<file path="config.mk">
export PLATFORM = sky130hd
export DESIGN_NAME = kti_ctrl
export DESIGN_NICKNAME = d
export VERILOG_FILES = /design/src/hw/rtl/kti_pkg.sv /design/src/hw/rtl/kti_ctrl.sv
export VERILOG_INCLUDE_DIRS = /design/src /design/src/hw/rtl
export SDC_FILE = /design/constraint.sdc
export NUM_CORES = 1
export LEC_CHECK = 0
export BUFFER_PORTS_ARGS = -buffer_cell sky130_fd_sc_hd__buf_4
export CAP_MARGIN = 30
export CORE_ASPECT_RATIO = 1.2
export CORE_MARGIN = 2
export CORE_UTILIZATION = 54
export CTS_CLUSTER_SIZE = 10
export DETAILED_ROUTE_END_ITERATION = 16
export PLACE_DENSITY = 0.86
export SKIP_LAST_GASP = 1
export SLEW_MARGIN = 20
export SYNTH_ARGS = -nofsm -noshare
export SYNTH_HDL_FRONTEND = slang
export SYNTH_SLANG_ARGS = --single-unit
</file>
<file path="constraint.sdc">
create_clock -name clk_i -period 2.55 [get_ports clk_i]
set_input_delay 0.3825 -clock clk_i [delete_from_list [all_inputs] [get_ports clk_i]]
set_output_delay 0.3825 -clock clk_i [all_outputs]
set_load 0.005 [all_outputs]
</file>
<file path="src/hw/rtl/assert_macros.svh">
// ----------------------------------------------------------------------------
// assertion macros
// concurrent checks, compiled out when SYNTH is defined
// ----------------------------------------------------------------------------
`ifndef ASSERT_MACROS_SVH
`define ASSERT_MACROS_SVH
`ifndef SYNTH
`define ASSERT_ALWAYS(lbl, clk, rstn, expr) \
  lbl: assert property (@(posedge clk) disable iff (!rstn) (expr)) \
    else $error("assertion failed");
`define ASSERT_IMPLY(lbl, clk, rstn, ante, cons) \
  lbl: assert property (@(posedge clk) disable iff (!rstn) (ante) |-> (cons)) \
    else $error("assertion failed");
`else
`define ASSERT_ALWAYS(lbl, clk, rstn, expr)
`define ASSERT_IMPLY(lbl, clk, rstn, ante, cons)
`endif
`endif

</file>
<file path="src/hw/rtl/kti_pkg.sv">
// ----------------------------------------------------------------------------
// kti_pkg
// shared types and constants of the nearest-neighbour list keeper
// ----------------------------------------------------------------------------
package kti_pkg;

  localparam int unsigned MAX_K_DEF       = 16;
  localparam int unsigned NUM_QUERIES_DEF = 8;
  localparam int unsigned DUMP_LIMIT      = 16;

  localparam int unsigned DIST_W  = 40;
  localparam int unsigned IDX_W   = 24;
  localparam int unsigned COORD_W = 16;
  localparam int unsigned SQ_W    = 32;
  localparam int unsigned K_W     = 5;
  localparam int unsigned RANK_W  = 4;

  localparam logic [1:0] OP_CLEAR = 2'd0;
  localparam logic [1:0] OP_COORD = 2'd1;
  localparam logic [1:0] OP_DUMP  = 2'd2;

  typedef enum logic [1:0] {
    WS_EMPTY,
    WS_CAND,
    WS_SHIFT
  } wsel_e;

  typedef struct packed {
    logic [DIST_W-1:0] distance;
    logic [IDX_W-1:0]  idx;
  } entry_t;

  typedef struct packed {
    logic  load;
    logic  sq_en;
    logic  acc_en;
    logic  acc_last;
    logic  acc_clr;
    logic  rd_en;
    logic  wr_en;
    wsel_e wsel;
    logic  dump;
    logic  dump_last;
  } cmd_t;

endpackage

</file>
<file path="src/hw/rtl/kti_ctrl.sv">
// ----------------------------------------------------------------------------
// kti_ctrl
// sequencer for reset sweep, clear, accumulate, insertion and dump
// ----------------------------------------------------------------------------
`include "assert_macros.svh"

module kti_ctrl #(
  parameter int unsigned MAX_K       = kti_pkg::MAX_K_DEF,
  parameter int unsigned NUM_QUERIES = kti_pkg::NUM_QUERIES_DEF,
  parameter int unsigned KW          = 4,
  parameter int unsigned SW          = 3
) (
  input  logic                    clk_i,
  input  logic                    rst_ni,
  input  logic                    start,
  output logic                    busy,
  input  logic [1:0]              op_i,
  input  logic [2:0]              query_slot_i,
  input  logic                    last_coord_i,
  input  logic                    cfg_we_i,
  input  logic [kti_pkg::K_W-1:0] cfg_wdata_i,
  input  logic                    cand_lt_i,
  output kti_pkg::cmd_t           cmd_o,
  output logic [SW-1:0]           slot_o,
  output logic [KW-1:0]           pos_o
);
  import kti_pkg::*;

  typedef enum logic [3:0] {
    S_INIT,
    S_IDLE,
    S_CLR,
    S_SQ,
    S_ACC,
    S_INS_RD,
    S_INS_CMP,
    S_INS_WR,
    S_DUMP
  } state_e;

  state_e          state_q;
  logic [SW-1:0]   slot_q;
  logic [KW-1:0]   pos_q, keff_m1, dump_end;
  logic            first_q, last_q;
  logic [K_W-1:0]  k_q;
  logic            accept, slot_ok;

  assign busy    = state_q != S_IDLE;
  assign accept  = start && !busy;
  assign slot_ok = 32'(query_slot_i) < NUM_QUERIES;
  assign slot_o  = slot_q;

  always_comb begin
    if (k_q == '0) begin
      keff_m1 = '0;
    end else if (32'(k_q) > MAX_K) begin
      keff_m1 = KW'(MAX_K - 1);
    end else begin
      keff_m1 = KW'(k_q - K_W'(1));
    end
    dump_end = (32'(keff_m1) > DUMP_LIMIT - 1) ? KW'(DUMP_LIMIT - 1) : keff_m1;
  end

  always_comb begin
    cmd_o      = '0;
    cmd_o.wsel = WS_EMPTY;
    cmd_o.load = accept;
    pos_o      = pos_q;
    unique case (state_q)
      S_INIT, S_CLR: begin
        cmd_o.wr_en = 1'b1;
      end
      S_IDLE: begin
        cmd_o.acc_clr = accept && slot_ok && (op_i == OP_CLEAR);
      end
      S_SQ: begin
        cmd_o.sq_en = 1'b1;
      end
      S_ACC: begin
        cmd_o.acc_en   = 1'b1;
        cmd_o.acc_last = last_q;
      end
      S_INS_RD: begin
        cmd_o.rd_en = 1'b1;
        pos_o       = first_q ? pos_q : pos_q - KW'(1);
      end
      S_INS_CMP: begin
        cmd_o.wr_en = !first_q && cand_lt_i;
        cmd_o.wsel  = WS_SHIFT;
      end
      S_INS_WR: begin
        cmd_o.wr_en = 1'b1;
        cmd_o.wsel  = WS_CAND;
      end
      S_DUMP: begin
        cmd_o.rd_en     = 1'b1;
        cmd_o.dump      = 1'b1;
        cmd_o.dump_last = pos_q == dump_end;
      end
      default: begin
        cmd_o.load = accept;
      end
    endcase
  end

  always_ff @(posedge clk_i or negedge rst_ni) begin
    if (!rst_ni) begin
      state_q <= S_INIT;
      slot_q  <= '0;
      pos_q   <= '0;
      first_q <= 1'b0;
      last_q  <= 1'b0;
      k_q     <= K_W'(16);
    end else begin
      if (cfg_we_i) begin
        k_q <= cfg_wdata_i;
      end
      unique case (state_q)
        S_INIT: begin
          pos_q <= pos_q + KW'(1);
          if (pos_q == KW'(MAX_K - 1)) begin
            pos_q <= '0;
            if (slot_q == SW'(NUM_QUERIES - 1)) begin
              state_q <= S_IDLE;
            end else begin
              slot_q <= slot_q + SW'(1);
            end
          end
        end
        S_IDLE: begin
          if (accept && slot_ok) begin
            slot_q <= SW'(query_slot_i);
            last_q <= last_coord_i;
            pos_q  <= '0;
            unique case (op_i)
              OP_CLEAR: state_q <= S_CLR;
              OP_COORD: state_q <= S_SQ;
              OP_DUMP:  state_q <= S_DUMP;
              default:  state_q <= S_IDLE;
            endcase
          end
        end
        S_CLR: begin
          pos_q <= pos_q + KW'(1);
          if (pos_q == KW'(MAX_K - 1)) begin
            state_q <= S_IDLE;
          end
        end
        S_SQ: begin
          state_q <= S_ACC;
        end
        S_ACC: begin
          if (last_q) begin
            pos_q   <= keff_m1;
            first_q <= 1'b1;
            state_q <= S_INS_RD;
          end else begin
            state_q <= S_IDLE;
          end
        end
        S_INS_RD: begin
          state_q <= S_INS_CMP;
        end
        S_INS_CMP: begin
          if (first_q) begin
            first_q <= 1'b0;
            if (!cand_lt_i) begin
              state_q <= S_IDLE;
            end else if (pos_q == '0) begin
              state_q <= S_INS_WR;
            end else begin
              state_q <= S_INS_RD;
            end
          end else if (cand_lt_i) begin
            pos_q   <= pos_q - KW'(1);
            state_q <= (pos_q == KW'(1)) ? S_INS_WR : S_INS_RD;
          end else begin
            state_q <= S_INS_WR;
          end
        end
        S_INS_WR: begin
          state_q <= S_IDLE;
        end
        S_DUMP: begin
          pos_q <= pos_q + KW'(1);
          if (pos_q == dump_end) begin
            state_q <= S_IDLE;
          end
        end
        default: begin
          state_q <= S_IDLE;
        end
      endcase
    end
  end

  `ASSERT_ALWAYS(a_rd_wr_excl, clk_i, rst_ni, !(cmd_o.rd_en && cmd_o.wr_en))
  `ASSERT_IMPLY(a_dump_last, clk_i, rst_ni, cmd_o.dump_last, cmd_o.dump)
  `ASSERT_IMPLY(a_idle_quiet, clk_i, rst_ni, state_q == S_IDLE, !cmd_o.wr_en && !cmd_o.rd_en)
  `ASSERT_IMPLY(a_shift_nonzero, clk_i, rst_ni, cmd_o.wr_en && cmd_o.wsel == WS_SHIFT, pos_q != '0)

endmodule

</file>
Word level (Yosys, flattened, before mapping):

Index checks and enable logic that the tools add are counted.
Widths: inputs -> output; s select.

* shift-type cells: 0
* equal/unequal tests: 24
* bitwise gates (word level): 0
* muxes and demuxes: 36
* reduce and logical (&&, ||, !) cells: 20
* multipliers: 0
* magnitude comparators: 1
* div/mod/pow operators: 0
* add/sub/neg operators: 4

Operators by type and width (count)
* $mux 4: 15
* $pmux 4 s8: 1
* $pmux 4 s5: 1
* $ne 2x2->1 const B: 9
* $eq 4x3->1 const B: 4
* $mux 3: 5
* $pmux 4 s3: 1
* $mux 2: 5
* $reduce_and 5->1: 2
* $eq 4x1->1 const B: 2
* $eq 4x2->1 const B: 2
* $eq 4x4->1 const B: 2
* $logic_not 4->1: 2
* $sub 4x1->4 const B: 2
* $pmux 3 s2: 1
* $gt 5x5->1 const B: 1
* $logic_not 5->1: 1
* $reduce_bool 5->1: 1
* $add 4x1->4 const B: 1
* $eq 4x4->1: 1
* $mux 1: 4
* $ne 4x1->1 const B: 1
* $pmux 1 s2: 2
* $pmux 2 s2: 1
* other kinds (12): 18

* memories: 0
* bits in writable memories: 0
* bits in latches: 0
* output and inout bits: 19
* bits of input ports: 16
* register bits: 18
* ROM bits: 0
* word-level logic and storage cells: 91

Longest topological paths before layout:

* depth after elaboration: 6
* mapped depth: 7
* mapped depth without buffers: 7

Least setup slack after synthesis:

Ideal clock, no wire load.

* path type: register to output
* start point: reg k_q[0]
* end point: out cmd_o[0] (netlist bit)
* buffers on the path: 0
* cell stages (with the launch flop): 8
* arrival time: 1.601 ns
* setup slack: 0.567 ns
* required time: 2.168 ns
* path through: dfrtp_1 -> inv_1 -> ha_1 -> nor3b_1 -> maj3_1 -> xnor2_1 -> o2111ai_1 -> nor2_1

RTL lines
* from (decl): line kti_ctrl.sv:45 `logic [K_W-1:0] k_q;`
* from (signal assigned): line kti_ctrl.sv:116 `k_q <= cfg_wdata_i;`
* to (decl): line kti_ctrl.sv:23 `output kti_pkg::cmd_t cmd_o,`

==> results.ini <==
[run_status]
run_status=finished clean

[global_route]
grt_pass1_vias=1446
grt_use_total_pct=25.2
grt_remaining_overflow=0
grt_pass1_wl_um=6310
grt_max_degree=21
antenna_found_initial=0

[power]
p_leak_nw=0.846
internal_power_w=0.00110
ir_drop_mv=0.845
swShare_pct=46.9
clock_power_share_pct=9.1
power_frac_comb_pct=62.0
p_switching_w=0.000972
power_frac_seq_pct=28.9
power.density_mw_per_mm2=1080

[die]
core_region_area_mm2=0.00273
die_width_um=52.5
num_io_pins=35
row_count=21
start_util_pct=55.9
dieArea_mm2=0.00327
die_h_um=62.2

[timing]
max_freq_mhz=407
min_period_ns=2.46
finalHoldViolCount=0
hold_slack_ns=0.278
fin_skew_ns=0.00104
period_share_pct=96.3
setup_viol=0
report.final.slew_viol_count=0
relSlewSlack_pct=57.8
layout_setup_ws_ns=0.0939
tightest_slew_ns=0.633

[placed_design]
io_buffers=34
place_area_mm2=0.00179
dp_hpwl_um=2720
gp_congestion=0.911
dp_slack_ns=0.287

[finish]
area.growth.synth_to_final_pct=26.0
nets=247
drive_gt1_share_pct=30.0
n_fill_cell=231
final_common_cell=buf_4
fin_area_mm2=0.00192
layout_common_cells=buf_4 (42), nor2_1 (20), nand2_1 (16), dfrtp_1 (16), a21oi_1 (12)
antenna_cells=0

[yosys]
yosysSeqAreaShare_pct=29.6
yosys-top-cells-area=dfrtp_1 (28%), ha_1 (5.7%), nor2_1 (4.9%)
synth_top_area_cell=dfrtp_1
syn_avg_cell_area_um2=8.12
synth_seq_cells=18
syn_inst=188
synth-async-reset-ratio_pct=100
synth_ff_type=dfrtp_1
yosysWarnings=0
yosysTopAreaCellShare_pct=27.9
ys_types=55
synth_edf_count=0
synthesis.nets=211
syn_area_mm2=0.00153

[worst_hold_path]
hp-start=cfg_wdata_i[0]
hold_depth=3
hold_path_end=k_q[0]
min_path_type=in2reg

[clocking]
htreeDepth=1
clk_pin_slew_ns=0.11
cts_tree=yes
insertion_delay_ns=0.31
numCtsBuffers=3
clockRootBuffer=clkbuf_4
clk_path_buf_depth=2
cts.sinks=18

[routing]
wirelength_um=4060
wire_per_inst_um=15.8
drc=0
via_count=1533
drtPass1Iterations=4
drtIter0Drc=40
routed_via_density=5.96
antenna_left=0

[setup_path]
cp.required_ns=2.17
arrival_ns=2.07
worst-setup-path-type=reg2out
r2r-start=state_q[1]
r2r_end=pos_q[3]
worstRegToRegCells=6
critical_path.endpoint_type=output pin
ff2ff_setup_slack_ns=0.41
startpoint_type=flip-flop
crit_start=k_q[0]
critical_path_peak_fanout=5

[job]
maxCapViolCount=0

[per-stage QoR]
stage | utilization [%] | cells | setup TNS [ns] | total power, W
4_1_cts | 68.3 | 255 | 0 | 0.00200
6_report | 70.4 | 257 | 0 | 0.00207
5_1_grt | 70.4 | 257 | -0.0273 | 0.00224
3_5_place_dp | 65.4 | 248 | 0 | 0.00178
3_3_place_gp | 65.4 | 248 | 0 | 0.00174
2_1_floorplan | - | 188 | 0 | 0.00141
[registers in the layout, summed over array words and instances (netlist names)]
signal / cells
slot_o: 3
first_q: 1
last_q: 1
k_q: 5
state_q: 4
pos_q: 4
[power groups by stage]
stage	combinational (W)	clock [W]	sequential, W
global route	0.00142	0.000203	0.000621
floorplan	0.000937	0	0.000474
finish	0.00128	0.000188	0.000599
global placement	0.00116	0	0.000580
CTS	0.00122	0.000191	0.000584
detailed placement	0.00119	0	0.000589
[area by class of cell]
class | count | area [µm²] | share of cell area (%)
Inverter | 13 | 48.8 | 2.54
Sequential cell | 18 | 453 | 23.6
Timing Repair Buffer | 43 | 325 | 16.9
Multi-Input combinational cell | 145 | 1020 | 52.9
Tap cell | 34 | 42.5 | 2.21
Clock buffer | 4 | 36.3 | 1.89
[critical path: stages (launching register included)]
cell	delay (ns)
dfrtp_1	0.37
inv_1	0.09
ha_4	0.20
nor3b_4	0.16
maj3_2	0.35
xnor2_2	0.19
o2111ai_2	0.15
nor2_1	0.14
buf_4	0.12
[cell families after synthesis]
logic type	Yosys count	share of synthesized area (%)
AND/OR/NAND/NOR	72	25.7
multiplexers	3	2.13
buffers and inverters	25	7.54
flip-flops	18	29.6
XOR/XNOR	8	4.59
AO/OA/AOI/OAI	53	23.4
adder cells (fa/ha/maj)	9	7.05
[cells in the mapped netlist (all sizes together), types with 3 or more instances]
master,number
ha,7
buf,8
nor2b,6
nor2,20
nand2,16
a22oi,4
nor3b,3
nor3,8
clkbuf,4
a21oi,12
xnor2,6
nor4,3
a31oi,5
inv,12
dfrtp,17
nand2b,5
o21ai,12
[metal layers]
metal,up-vias,routed length (µm),global-route usage [%]
li1,739,-,-
met1,726,1680,32.7
met3,15,159,3.13
met2,53,2050,40.6
met4,0,171,11.5
met5,-,0,0
[worst max path at each step]
stage | cells after the start | to
final | 8 | cmd_o[0]
after floorplan | 7 | cmd_o[0]
after global placement | 8 | cmd_o[0]
after detailed placement | 8 | cmd_o[0]
after global routing | 8 | cmd_o[0]
after CTS | 8 | cmd_o[0]
[what timing repair did]
item | in CTS | in global routing
pin swaps | 3 | 6
endpoints found under the hold margin | 17 | 0
resized for setup | 4 | 8
hold buffers | 1 | 0
endpoints found under the setup margin | 1 | 2
buffers inserted | 2 | 2
Power figures use the tool's default switching activity.
